### src/sv/glr_pkg.sv
package glr_pkg;

    // Field widths fixed by the channel definitions
    localparam int COORD_W = 6;
    localparam int IDX_W   = 12;
    localparam int RW_W    = 7;
    localparam int ERR_W   = 9;

    // Grid size default and reset value of the row width register
    localparam int GRID_SIZE_DEF = 64;
    localparam logic [RW_W-1:0] ROW_WIDTH_RST = 7'd64;

    // Configuration port
    localparam int PADDR_W = 3;
    localparam int PDATA_W = 32;

    // Register indexes
    typedef enum logic [0:0] {
        REG_ROW_WIDTH = 1'b0
    } t_reg_idx;

    // Descriptor queue depth
    localparam int Q_DEPTH = 2;
    localparam int Q_AW    = $clog2(Q_DEPTH);
    localparam int Q_CW    = $clog2(Q_DEPTH + 1);

    typedef logic [COORD_W-1:0] t_coord;

    // Classified line, handed from front to walker
    typedef struct packed {
        t_coord x;
        t_coord y;
        t_coord major;
        t_coord minor;
        logic   neg_x;
        logic   neg_y;
        logic   x_major;
    } t_desc;

    // Queue status seen by both sides
    typedef struct packed {
        logic full;
        logic empty;
    } t_q_stat;

endpackage

### src/sv/glr_if.sv
interface glr_in_if;
    logic                         valid;
    logic                         ready;
    logic [glr_pkg::COORD_W-1:0]  start_x;
    logic [glr_pkg::COORD_W-1:0]  start_y;
    logic [glr_pkg::COORD_W-1:0]  end_x;
    logic [glr_pkg::COORD_W-1:0]  end_y;

    modport source (output valid, start_x, start_y, end_x, end_y, input ready);
    modport sink   (input valid, start_x, start_y, end_x, end_y, output ready);
endinterface

interface glr_out_if;
    logic                         valid;
    logic                         ready;
    logic [glr_pkg::IDX_W-1:0]    cell_index;
    logic [glr_pkg::COORD_W-1:0]  cell_x;
    logic [glr_pkg::COORD_W-1:0]  cell_y;
    logic                         last;

    modport source (output valid, cell_index, cell_x, cell_y, last, input ready);
    modport sink   (input valid, cell_index, cell_x, cell_y, last, output ready);
endinterface

### src/sv/grid_line_rasterizer_unit.sv
// Channel   Dir  Beat
// i_in      in   start_x, start_y, end_x, end_y (6 b each): one line
// o_out     out  cell_index (12 b), cell_x, cell_y (6 b), last: one cell
// APB       in   row_width at byte address 0, write only while idle
//
// The walker emits one cell per cycle while o_out is not stalled; a line of major travel N
// gives N+1 beats. A line is loaded from the descriptor queue only while the walker is idle,
// so loading never overlaps the cells of the line before it.
// The front accepts up to two lines ahead into the queue while the walker runs.
// Reset is synchronous, active low; it empties the queue and sets row_width to 64.
// A stall on o_out holds the output register and freezes the walker.
module grid_line_rasterizer_unit #(
    parameter int GRID_SIZE = glr_pkg::GRID_SIZE_DEF
) (
    input  logic                         i_clk,
    input  logic                         i_rst_n,
    glr_in_if.sink                       i_in,
    glr_out_if.source                    o_out,
    input  logic                         psel,
    input  logic                         penable,
    input  logic                         pwrite,
    input  logic [glr_pkg::PADDR_W-1:0]  paddr,
    input  logic [glr_pkg::PDATA_W-1:0]  pwdata,
    output logic [glr_pkg::PDATA_W-1:0]  prdata,
    output logic                         pready
);

    logic [glr_pkg::RW_W-1:0] r_row_width;
    glr_pkg::t_reg_idx        w_reg;
    logic                     w_push, w_pop;
    glr_pkg::t_desc           w_desc_in, w_desc_out;
    glr_pkg::t_q_stat         w_q_stat;

    // Register decode
    assign pready = 1'b1;
    assign w_reg  = glr_pkg::t_reg_idx'(paddr[2]);

    always_ff @(posedge i_clk) begin
        if (!i_rst_n) begin
            r_row_width <= glr_pkg::ROW_WIDTH_RST;
        end else if (psel && penable && pwrite && w_reg == glr_pkg::REG_ROW_WIDTH) begin
            r_row_width <= pwdata[glr_pkg::RW_W-1:0];
        end
    end

    always_comb begin
        unique case (w_reg)
            glr_pkg::REG_ROW_WIDTH: prdata = glr_pkg::PDATA_W'(r_row_width);
            default:                prdata = '0;
        endcase
    end

    glr_front #(
        .GRID_SIZE (GRID_SIZE)
    ) u_front (
        .i_in     (i_in),
        .i_q_stat (w_q_stat),
        .o_push   (w_push),
        .o_desc   (w_desc_in)
    );

    glr_queue u_queue (
        .i_clk   (i_clk),
        .i_rst_n (i_rst_n),
        .i_push  (w_push),
        .i_desc  (w_desc_in),
        .i_pop   (w_pop),
        .o_desc  (w_desc_out),
        .o_stat  (w_q_stat)
    );

    glr_walk u_walk (
        .i_clk       (i_clk),
        .i_rst_n     (i_rst_n),
        .i_row_width (r_row_width),
        .i_desc      (w_desc_out),
        .i_q_stat    (w_q_stat),
        .o_pop       (w_pop),
        .o_out       (o_out)
    );

    // A non-final cell taken is followed by the next cell at once
    a_run_continues: assert property (@(posedge i_clk) disable iff (!i_rst_n)
        o_out.valid && o_out.ready && !o_out.last |=> o_out.valid)
        else $error("walker gap inside a run");

    // The queue is never full and empty together
    a_q_stat: assert property (@(posedge i_clk) disable iff (!i_rst_n)
        !(w_q_stat.full && w_q_stat.empty))
        else $error("queue status inconsistent");

    // Front backpressure follows queue fill only
    a_ready_full: assert property (@(posedge i_clk) disable iff (!i_rst_n)
        i_in.ready == !w_q_stat.full)
        else $error("input ready out of step with queue");

endmodule

### src/sv/glr_front.sv
module glr_front #(
    parameter int GRID_SIZE = glr_pkg::GRID_SIZE_DEF
) (
    glr_in_if.sink          i_in,
    input  glr_pkg::t_q_stat i_q_stat,
    output logic            o_push,
    output glr_pkg::t_desc  o_desc
);

    localparam glr_pkg::t_coord LIM = glr_pkg::COORD_W'(GRID_SIZE - 1);

    glr_pkg::t_coord w_sx, w_sy, w_ex, w_ey, w_dx, w_dy;
    logic            w_neg_x, w_neg_y, w_x_major;

    // Saturate coordinates to the grid
    always_comb begin
        w_sx = (i_in.start_x > LIM) ? LIM : i_in.start_x;
        w_sy = (i_in.start_y > LIM) ? LIM : i_in.start_y;
        w_ex = (i_in.end_x   > LIM) ? LIM : i_in.end_x;
        w_ey = (i_in.end_y   > LIM) ? LIM : i_in.end_y;
    end

    // Classify direction and major axis
    always_comb begin
        w_neg_x   = w_ex < w_sx;
        w_neg_y   = w_ey < w_sy;
        w_dx      = w_neg_x ? (w_sx - w_ex) : (w_ex - w_sx);
        w_dy      = w_neg_y ? (w_sy - w_ey) : (w_ey - w_sy);
        w_x_major = w_dx >= w_dy;
    end

    // Push one descriptor per accepted beat
    assign i_in.ready = !i_q_stat.full;
    assign o_push     = i_in.valid && !i_q_stat.full;

    always_comb begin
        o_desc.x       = w_sx;
        o_desc.y       = w_sy;
        o_desc.major   = w_x_major ? w_dx : w_dy;
        o_desc.minor   = w_x_major ? w_dy : w_dx;
        o_desc.neg_x   = w_neg_x;
        o_desc.neg_y   = w_neg_y;
        o_desc.x_major = w_x_major;
    end

endmodule

### src/sv/glr_queue.sv
module glr_queue (
    input  logic             i_clk,
    input  logic             i_rst_n,
    input  logic             i_push,
    input  glr_pkg::t_desc   i_desc,
    input  logic             i_pop,
    output glr_pkg::t_desc   o_desc,
    output glr_pkg::t_q_stat o_stat
);

    glr_pkg::t_desc                r_mem [glr_pkg::Q_DEPTH];
    logic [glr_pkg::Q_AW-1:0]      r_wp, n_wp;
    logic [glr_pkg::Q_AW-1:0]      r_rp, n_rp;
    logic [glr_pkg::Q_CW-1:0]      r_cnt, n_cnt;
    logic                          w_push, w_pop;

    assign o_stat.full  = r_cnt == glr_pkg::Q_CW'(glr_pkg::Q_DEPTH);
    assign o_stat.empty = r_cnt == '0;
    assign w_push       = i_push && !o_stat.full;
    assign w_pop        = i_pop && !o_stat.empty;
    assign o_desc       = r_mem[r_rp];

    // Advance pointers, wrapping at the depth
    always_comb begin
        n_wp  = r_wp;
        n_rp  = r_rp;
        n_cnt = r_cnt;
        if (w_push) begin
            n_wp = (r_wp == glr_pkg::Q_AW'(glr_pkg::Q_DEPTH - 1)) ? '0 : r_wp + 1'b1;
        end
        if (w_pop) begin
            n_rp = (r_rp == glr_pkg::Q_AW'(glr_pkg::Q_DEPTH - 1)) ? '0 : r_rp + 1'b1;
        end
        case ({w_push, w_pop})
            2'b10:   n_cnt = r_cnt + 1'b1;
            2'b01:   n_cnt = r_cnt - 1'b1;
            default: n_cnt = r_cnt;
        endcase
    end

    always_ff @(posedge i_clk) begin
        if (!i_rst_n) begin
            r_wp  <= '0;
            r_rp  <= '0;
            r_cnt <= '0;
        end else begin
            r_wp  <= n_wp;
            r_rp  <= n_rp;
            r_cnt <= n_cnt;
        end
    end

    // Store the descriptor
    always_ff @(posedge i_clk) begin
        if (w_push) begin
            r_mem[r_wp] <= i_desc;
        end
    end

endmodule

### src/sv/glr_walk.sv
module glr_walk (
    input  logic                      i_clk,
    input  logic                      i_rst_n,
    input  logic [glr_pkg::RW_W-1:0]  i_row_width,
    input  glr_pkg::t_desc            i_desc,
    input  glr_pkg::t_q_stat          i_q_stat,
    output logic                      o_pop,
    glr_out_if.source                 o_out
);

    localparam int PROD_W = glr_pkg::COORD_W + glr_pkg::RW_W;

    logic                           r_act;
    glr_pkg::t_coord                r_x, r_y, r_rem, r_major, r_minor;
    logic                           r_neg_x, r_neg_y, r_x_major;
    logic signed [glr_pkg::ERR_W-1:0] r_err;

    logic                           r_ov;
    logic [glr_pkg::IDX_W-1:0]      r_oidx;
    glr_pkg::t_coord                r_ox, r_oy;
    logic                           r_olast;

    logic                           w_slot, w_emit, w_step_min;
    logic signed [glr_pkg::ERR_W-1:0] w_err_add, w_err_n;
    glr_pkg::t_coord                w_inc_x, w_inc_y, w_x_n, w_y_n;
    logic [PROD_W-1:0]              w_prod;
    logic [glr_pkg::IDX_W-1:0]      w_idx;

    assign w_slot = !r_ov || o_out.ready;
    assign w_emit = r_act && w_slot;
    assign o_pop  = !r_act && !i_q_stat.empty;

    // Integer error step: add 2*minor, take a minor step past major
    always_comb begin
        w_err_add  = r_err + $signed({2'b00, r_minor, 1'b0});
        w_step_min = w_err_add > $signed({3'b000, r_major});
        w_err_n    = w_step_min ? (w_err_add - $signed({2'b00, r_major, 1'b0})) : w_err_add;
        w_inc_x    = r_neg_x ? '1 : glr_pkg::COORD_W'(1);
        w_inc_y    = r_neg_y ? '1 : glr_pkg::COORD_W'(1);
        w_x_n      = (r_x_major || w_step_min) ? r_x + w_inc_x : r_x;
        w_y_n      = (!r_x_major || w_step_min) ? r_y + w_inc_y : r_y;
    end

    // Row-major index of the current cell
    always_comb begin
        w_prod = PROD_W'(r_y) * PROD_W'(i_row_width);
        w_idx  = w_prod[glr_pkg::IDX_W-1:0] + glr_pkg::IDX_W'(r_x);
    end

    // Walker control
    always_ff @(posedge i_clk) begin
        if (!i_rst_n) begin
            r_act <= 1'b0;
        end else if (o_pop) begin
            r_act <= 1'b1;
        end else if (w_emit && r_rem == '0) begin
            r_act <= 1'b0;
        end
    end

    // Load a new line or advance one cell
    always_ff @(posedge i_clk) begin
        if (o_pop) begin
            r_x       <= i_desc.x;
            r_y       <= i_desc.y;
            r_rem     <= i_desc.major;
            r_major   <= i_desc.major;
            r_minor   <= i_desc.minor;
            r_neg_x   <= i_desc.neg_x;
            r_neg_y   <= i_desc.neg_y;
            r_x_major <= i_desc.x_major;
            r_err     <= '0;
        end else if (w_emit && r_rem != '0) begin
            r_x   <= w_x_n;
            r_y   <= w_y_n;
            r_err <= w_err_n;
            r_rem <= r_rem - 1'b1;
        end
    end

    // Output register: hold while stalled
    always_ff @(posedge i_clk) begin
        if (!i_rst_n) begin
            r_ov <= 1'b0;
        end else if (w_emit) begin
            r_ov <= 1'b1;
        end else if (o_out.ready) begin
            r_ov <= 1'b0;
        end
    end

    always_ff @(posedge i_clk) begin
        if (w_emit) begin
            r_oidx  <= w_idx;
            r_ox    <= r_x;
            r_oy    <= r_y;
            r_olast <= r_rem == '0;
        end
    end

    assign o_out.valid      = r_ov;
    assign o_out.cell_index = r_oidx;
    assign o_out.cell_x     = r_ox;
    assign o_out.cell_y     = r_oy;
    assign o_out.last       = r_olast;

endmodule

### src/flat_wrapper.sv
// flat-port wrapper written by rule: the top's interface ports become plain ports
module grid_line_rasterizer_unit_flat 
#(
    parameter int GRID_SIZE = glr_pkg::GRID_SIZE_DEF
)
  (i_clk, i_rst_n, psel, penable, pwrite, paddr, pwdata, prdata, pready, i_in_valid, i_in_start_x, i_in_start_y, i_in_end_x, i_in_end_y, i_in_ready, o_out_valid, o_out_cell_index, o_out_cell_x, o_out_cell_y, o_out_last, o_out_ready);
  glr_in_if i_in_i ();
  glr_out_if o_out_i ();
  input  logic i_clk;
  input  logic i_rst_n;
  input  logic psel;
  input  logic penable;
  input  logic pwrite;
  input  logic [glr_pkg::PADDR_W-1:0] paddr;
  input  logic [glr_pkg::PDATA_W-1:0] pwdata;
  output logic [glr_pkg::PDATA_W-1:0] prdata;
  output logic pready;
  input wire logic [$bits(i_in_i.valid)-1:0] i_in_valid;
  input wire logic [$bits(i_in_i.start_x)-1:0] i_in_start_x;
  input wire logic [$bits(i_in_i.start_y)-1:0] i_in_start_y;
  input wire logic [$bits(i_in_i.end_x)-1:0] i_in_end_x;
  input wire logic [$bits(i_in_i.end_y)-1:0] i_in_end_y;
  output wire logic [$bits(i_in_i.ready)-1:0] i_in_ready;
  output wire logic [$bits(o_out_i.valid)-1:0] o_out_valid;
  output wire logic [$bits(o_out_i.cell_index)-1:0] o_out_cell_index;
  output wire logic [$bits(o_out_i.cell_x)-1:0] o_out_cell_x;
  output wire logic [$bits(o_out_i.cell_y)-1:0] o_out_cell_y;
  output wire logic [$bits(o_out_i.last)-1:0] o_out_last;
  input wire logic [$bits(o_out_i.ready)-1:0] o_out_ready;
  assign i_in_i.valid = i_in_valid;
  assign i_in_i.start_x = i_in_start_x;
  assign i_in_i.start_y = i_in_start_y;
  assign i_in_i.end_x = i_in_end_x;
  assign i_in_i.end_y = i_in_end_y;
  assign i_in_ready = i_in_i.ready;
  assign o_out_valid = o_out_i.valid;
  assign o_out_cell_index = o_out_i.cell_index;
  assign o_out_cell_x = o_out_i.cell_x;
  assign o_out_cell_y = o_out_i.cell_y;
  assign o_out_last = o_out_i.last;
  assign o_out_i.ready = o_out_ready;
  grid_line_rasterizer_unit #(.GRID_SIZE(GRID_SIZE)) u_core (.i_clk(i_clk), .i_rst_n(i_rst_n), .i_in(i_in_i), .o_out(o_out_i), .psel(psel), .penable(penable), .pwrite(pwrite), .paddr(paddr), .pwdata(pwdata), .prdata(prdata), .pready(pready));
endmodule
### config.mk
export PLATFORM = sky130hd
export DESIGN_NAME = grid_line_rasterizer_unit_flat
export DESIGN_NICKNAME = d
export VERILOG_FILES = /design/src/sv/glr_pkg.sv /design/src/sv/glr_if.sv /design/src/sv/grid_line_rasterizer_unit.sv /design/src/sv/glr_front.sv /design/src/sv/glr_queue.sv /design/src/sv/glr_walk.sv /design/src/flat_wrapper.sv
export SDC_FILE = /design/constraint.sdc
export NUM_CORES = 1
export LEC_CHECK = 0
export ABC_AREA = 1
export BUFFER_PORTS_ARGS = -buffer_cell sky130_fd_sc_hd__buf_4
export CAP_MARGIN = 20
export CORE_MARGIN = 4
export CORE_UTILIZATION = 60
export DETAILED_ROUTE_END_ITERATION = 7
export PLACE_DENSITY = 0.83
export SETUP_SLACK_MARGIN = 0.2
export SLEW_MARGIN = 0
export SYNTH_ARGS = -nofsm -noshare
export SYNTH_HDL_FRONTEND = slang
export SYNTH_SLANG_ARGS = --single-unit
### constraint.sdc
create_clock -name i_clk -period 11.7 [get_ports i_clk]
set_clock_uncertainty 0.2 [all_clocks]
set_input_delay 1.17 -clock i_clk [delete_from_list [all_inputs] [get_ports i_clk]]
set_output_delay 1.17 -clock i_clk [all_outputs]
set_load 0.02 [all_outputs]
* Yosys cells after proc, flatten, opt, wreduce, memory -nomap -nowiden
Memories as Yosys holds them, arrays and structs flattened. A register that Yosys moved wholly into a read port is not among the register bits. Cells that the tools add are included.
Operators by class: add/subtract/negate cells 14, multipliers 1, magnitude comparators 8, equality and inequality tests 3, muxes and demuxes 31, bitwise logic cells 1, reduce and logical (&&, ||, !) cells 29
Operators by type and width (number):
- 6-bit two-way mux | 18
- 6-bit > comparator (second input constant) | 4
- 6-bit subtractor | 4
- 12-bit by 6-bit adder with 12-bit output | 1
- 6-bit adder | 2
- 6-bit < comparator | 2
- 6-bit by 7-bit multiplier with 12-bit output | 1
- 2-bit nonzero test | 6
- 1-bit logical AND | 10
- 1-bit two-way mux | 10
- 9-bit by 8-bit adder with 9-bit output | 1
- 9-bit by 7-bit > comparator with 1-bit output | 1
- 9-bit two-way mux | 1
- 9-bit by 8-bit subtractor with 9-bit output | 1
- 7-bit two-way mux | 1
- 6-bit greater-or-equal comparator | 1
- 6-bit logical NOT | 1
- 6-bit nonzero test | 1
- 6-bit by 1-bit subtractor with 6-bit output (second input constant) | 1
- 1-bit logical NOT | 5
- 2-bit == test (second input constant) | 2
- 2-bit one-hot mux with 2 select lines | 1
- 2-bit AND reduction | 2
- 1-bit logical OR | 3
- 6 further kinds | 7
Storage, ports and cells: flip-flop bits (word level) 80, RAM bits 54, output and inout bits 60, memories 1
Memories:
- u_core.u_queue.r_mem | words 2, width 27, read ports 1, clocked after memory_dff 1, wr ports 1, line glr_queue.sv:11 | glr_pkg::t_desc r_mem [glr_pkg::Q_DEPTH];

* Logic depth before layout (Yosys ltp)
word-level depth 6, depth in mapped cells 22

* Cells and area by module
Synthesis repeated with hierarchy kept, for this count alone.
Unflattened totals: cells, all modules 1071, area total of the unflattened synthesis 9654.3 um^2
By module, submodules not included:
- glr_walk | times used 1, cells an instance 577, area each 5154.9 um^2, seq. area each 1941.9 um^2
- glr_queue | times used 1, cells an instance 124, area each 2301.0 um^2, seq. area each 1721.7 um^2
- glr_front | times used 1, cells an instance 280, area each 1597.8 um^2, seq. area each 0.0 um^2
- grid_line_rasterizer_unit | times used 1, cells an instance 90, area each 600.6 um^2, seq. area each 140.1 um^2

* Worst setup path after synthesis
No wires, ideal clock.
path type register -> register, start point register u_core.u_walk.r_y[5], end point register u_core.u_walk.r_oidx, in the netlist u_core.u_walk.o_out.cell_index[8] (data pin), data arrival time 3.729 ns, required time 11.241 ns, slack 7.512 ns, stages on the path, launching flop included 15, path through edfxtp_1 > clkbuf_1 > nand2_1 > fa_1 > fa_1 > inv_1 > fa_1 > fa_1 > ha_1 > a21oi_1 > o21ai_0 > a21o_1 > nand2_1 > nand3_1 > xor2_1
On the way: cells in the longest elaborated chain, start to end 2
RTL lines:
- from (decl) | line glr_walk.sv:14 | glr_pkg::t_coord r_x, r_y, r_rem, r_major, r_minor;
- from (signal assigned) | line glr_walk.sv:65 | r_y <= i_desc.y;
- from (signal assigned) | line glr_walk.sv:75 | r_y <= w_y_n;
- 6-bit by 7-bit multiplier with 12-bit output | line glr_walk.sv:46 | w_prod = PROD_W'(r_y) * PROD_W'(i_row_width);
- 12-bit by 6-bit adder with 12-bit output | line glr_walk.sv:47 | w_idx = w_prod[glr_pkg::IDX_W-1:0] + glr_pkg::IDX_W'(r_x);
- net u_core.u_walk.w_idx (one bit) | line glr_walk.sv:27 | logic [glr_pkg::IDX_W-1:0] w_idx;
- to (signal assigned) | line glr_walk.sv:94 | r_oidx <= w_idx;
- to (decl) | line glr_walk.sv:19 | logic [glr_pkg::IDX_W-1:0] r_oidx;
The timed path passes the listed nets, and every way through them passes these cells. A chain may end at the register's enable or synchronous reset.

==> flow_summary.json <==
{
  "routedWlPerCell_um": 13.61,
  "max_stage_delay_ns": 0.43,
  "crit_slowest_cell": "fa_1",
  "clock_sinks": 134,
  "ys.flop_type": "edfxtp_1",
  "p_int_w": 0.001661,
  "yosysMostFrequentCell": "nand2_1",
  "clockBufferDepth": 2,
  "synth-seq-area-share": 0.4132,
  "ys_top_cells_by_area": "edfxtp_1 (37%), ha_1 (12%), nand2_1 (11%)",
  "first_iter_violations": 331,
  "tns_ns": 0,
  "setup_viol": 0,
  "ir_worst_vdd_uv": 180.1,
  "layout.nets": 1261,
  "total_leakage_power_nw": 5.160,
  "n_antenna_cell": 0,
  "cts_root_buf": "clkbuf_16",
  "grt_pass1_vias": 6576,
  "p_per_area_nw_per_um2": 287.6,
  "avgSynthCellArea_um2": 8.938,
  "die_w_um": 131.9,
  "grt_pass1_wl_mm": 29.19,
  "antenna_found_initial": 0,
  "p_sw_w": 0.001295,
  "clkLatencyLatePin_ns": 0.41,
  "crit_path_start_kind": "input pin",
  "min_from": "u_core.u_walk.r_err[6]",
  "grt_max_degree": 49,
  "finalWirelength_mm": 17.40,
  "syn2layout_area_growth_pct": 11.65,
  "pwr-share-clk": 0.168,
  "via_per_inst": 5.230,
  "clkTransAtPathRegs_ns": 0.06,
  "crit_type": "in -> reg",
  "postSynth.asyncResetShare": 0,
  "hold_buffers": 0,
  "yosysTopAreaCell": "edfxtp_1",
  "met1Wirelength_mm": 7.307,
  "dpl.hpwl_mm": 13.47,
  "port_buffers": 72,
  "coreArea_um2": 15090,
  "netlist_instances": 1030,
  "placed_area_um2": 9723,
  "highest_layer": "met4",
  "regToRegStartpoint": "u_core.u_walk.r_y[1]",
  "ctsResizeCount": 0,
  "path_common_cell": "nand2_1",
  "pwr-share-seq": 0.312,
  "netSwitchingFraction": 0.4381,
  "required_ns": 11.64,
  "dieArea_um2": 17390,
  "crit_chain": "buf_4 -> ha_1 -> fa_1 -> o21ai_2 -> nand2_1 -> nand2_1 -> nand2_1 -> nand2_2 -> inv_2 -> nand2_1 -> nand2_1 -> ha_1 -> a21oi_1 -> nor2_1 -> a211oi_1 -> nand3_1 -> inv_1 -> o21ai_1",
  "n_fill_cell": 1154,
  "drc": 0,
  "slew_headroom": 0.3278,
  "p_comb_frac": 0.520,
  "wl_met3_um": 887,
  "yosysTopAreaCellShare": 0.3653,
  "timing_worst_slew_pin_value_ns": 1.007,
  "start_util": 0.6101,
  "reg2reg_slack_ns": 7.26,
  "stdcell_area_um2": 10280,
  "place_inst": 1247,
  "route.met2.wl_mm": 8.778,
  "finalHoldViolations": 0,
  "cts_setup_buffers": 0,
  "cp-startpoint": "i_in_start_x[0]",
  "die_h_um": 131.9,
  "yosysUniqueCellTypes": 44,
  "hold_path_class": "reg -> reg",
  "drive_gt1_frac": 0.1283,
  "critical_path_peak_fanout": 15,
  "grt-ovfl-total": 0,
  "rows": 45,
  "gp_congestion": 0.8841,
  "vias": 6689,
  "yosys_warnings": 0,
  "worstPathArrival_ns": 4.44,
  "post-route-min-period_ns": 4.505,
  "holdWs_ns": 0.2551,
  "ant_nets": 0,
  "synth_common_cells": "nand2_1 (273), inv_1 (155), edfxtp_1 (112), ha_1 (86), nor2_1 (45)",
  "outcome": "finished clean",
  "gr-usage-all-layers": 0.2015,
  "cts_buffers": 17,
  "synth_seq_cells": 134,
  "crit_buf_inv": 3,
  "synth_edf_count": 112,
  "cts_tree": "yes",
  "fin_cells": 1279,
  "fmax_mhz": 222.0,
  "final_max_slew_viol_count": 0,
  "cts.htree.levels": 4,
  "cp_top_family": "adder cells",
  "endpoint_kind": "flop",
  "io_pins": 126,
  "maxCapViolCount": 0,
  "final.period_utilization": 0.3851,
  "syn_area_um2": 9206,
  "dr.pass1.iters": 5,
  "rsz0062_at_grt": "no"
}
flip-flops by register name, summed over array words and instances, names as in the netlist, 6 cells and up, named ones only:
signal                          cells
u_core.r_row_width                  7
u_core.u_walk.o_out.cell_x          6
u_core.u_walk.r_x                   6
u_core.u_walk.r_minor               6
u_core.u_walk.r_err                 8
u_core.u_walk.r_major               6
u_core.u_walk.r_rem                 6
u_core.u_walk.r_y                   6
u_core.u_walk.o_out.cell_index     12
u_core.u_walk.o_out.cell_y          6
u_core.u_queue.r_mem               54
power by group through the flow:
stage	combinational, W	clock [W]	sequential [W]
after floorplan	0.00118	0	0.000915
after global placement	0.00147	0	0.000920
after detailed placement	0.00153	0	0.000929
after CTS	0.00155	0.000500	0.000922
after global routing	0.00177	0.000519	0.000943
final	0.00154	0.000496	0.000923
routing by layer:
metal  vias up  global-route usage
li1       3340                   -
met5         -                   0
met2       212              0.3580
met1      3102              0.2487
met4         0             0.07760
met3        35             0.02901
through the flow:
step | power (W) | util | worst slack [ns]
after global routing | 0.003228 | 0.6812 | 6.946
after global placement | 0.002390 | 0.6444 | 6.828
after detailed placement | 0.002461 | 0.6444 | 6.771
after CTS | 0.002974 | 0.6812 | 7.202
after floorplan | 0.002095 | - | 7.512
final | 0.002956 | 0.6812 | 7.195
cells in the final DEF (no fill, tap or decap), types with 6 or more instances in the layout:
master     synthesis  layout
a21o_1             8       8
a21oi_1           40      40
a31oi_1           10      10
buf_4             29      76
clkbuf_16          0      17
conb_1             2      26
dfxtp_1           22      22
edfxtp_1         112     112
fa_1              31      31
ha_1              86      86
inv_1            155     155
nand2_1          273     273
nand2_2            6       6
nand3_1           34      34
nand4_1            7       7
nor2_1            45      43
o21ai_0           26      26
o21ai_1           10      10
xnor2_1           19      19
xor2_1            27      27
logic make-up after synthesis:
logic type / share of synthesized area
flip-flops: 0.4132
AO/OA/AOI/OAI: 0.07421
adder cells (fa/ha/maj): 0.1843
other: 0.0008157
buffers and inverters: 0.1074
XOR/XNOR: 0.04376
AND/OR/NAND/NOR: 0.1764
tightest hold or removal path, stage by stage (launching register included):
cell and delay (ns):
dfxtp_1 0.31, nand2_1 0.06, nand2_1 0.04
path summary, 6_finish.rpt:
kind,end,cells after the start
hold / removal,u_core.u_walk.r_err[6],2
setup / recovery,u_core.u_queue.r_mem[1][6],18
setup reg to reg,u_core.u_walk.o_out.cell_index[8],15
hold reg to reg,u_core.u_walk.r_err[6],2
final cells by class:
type	count	area (µm²)	area share
clock inverters	13	112.6	0.01096
clock buffers	19	442.9	0.04309
inverters	161	604.3	0.05879
flip-flops and latches	134	3804	0.3701
well taps	188	235.2	0.02289
multi-input cells	688	4509	0.4387
repair buffers	76	570.5	0.05551
Power figures use the tool's default switching activity.
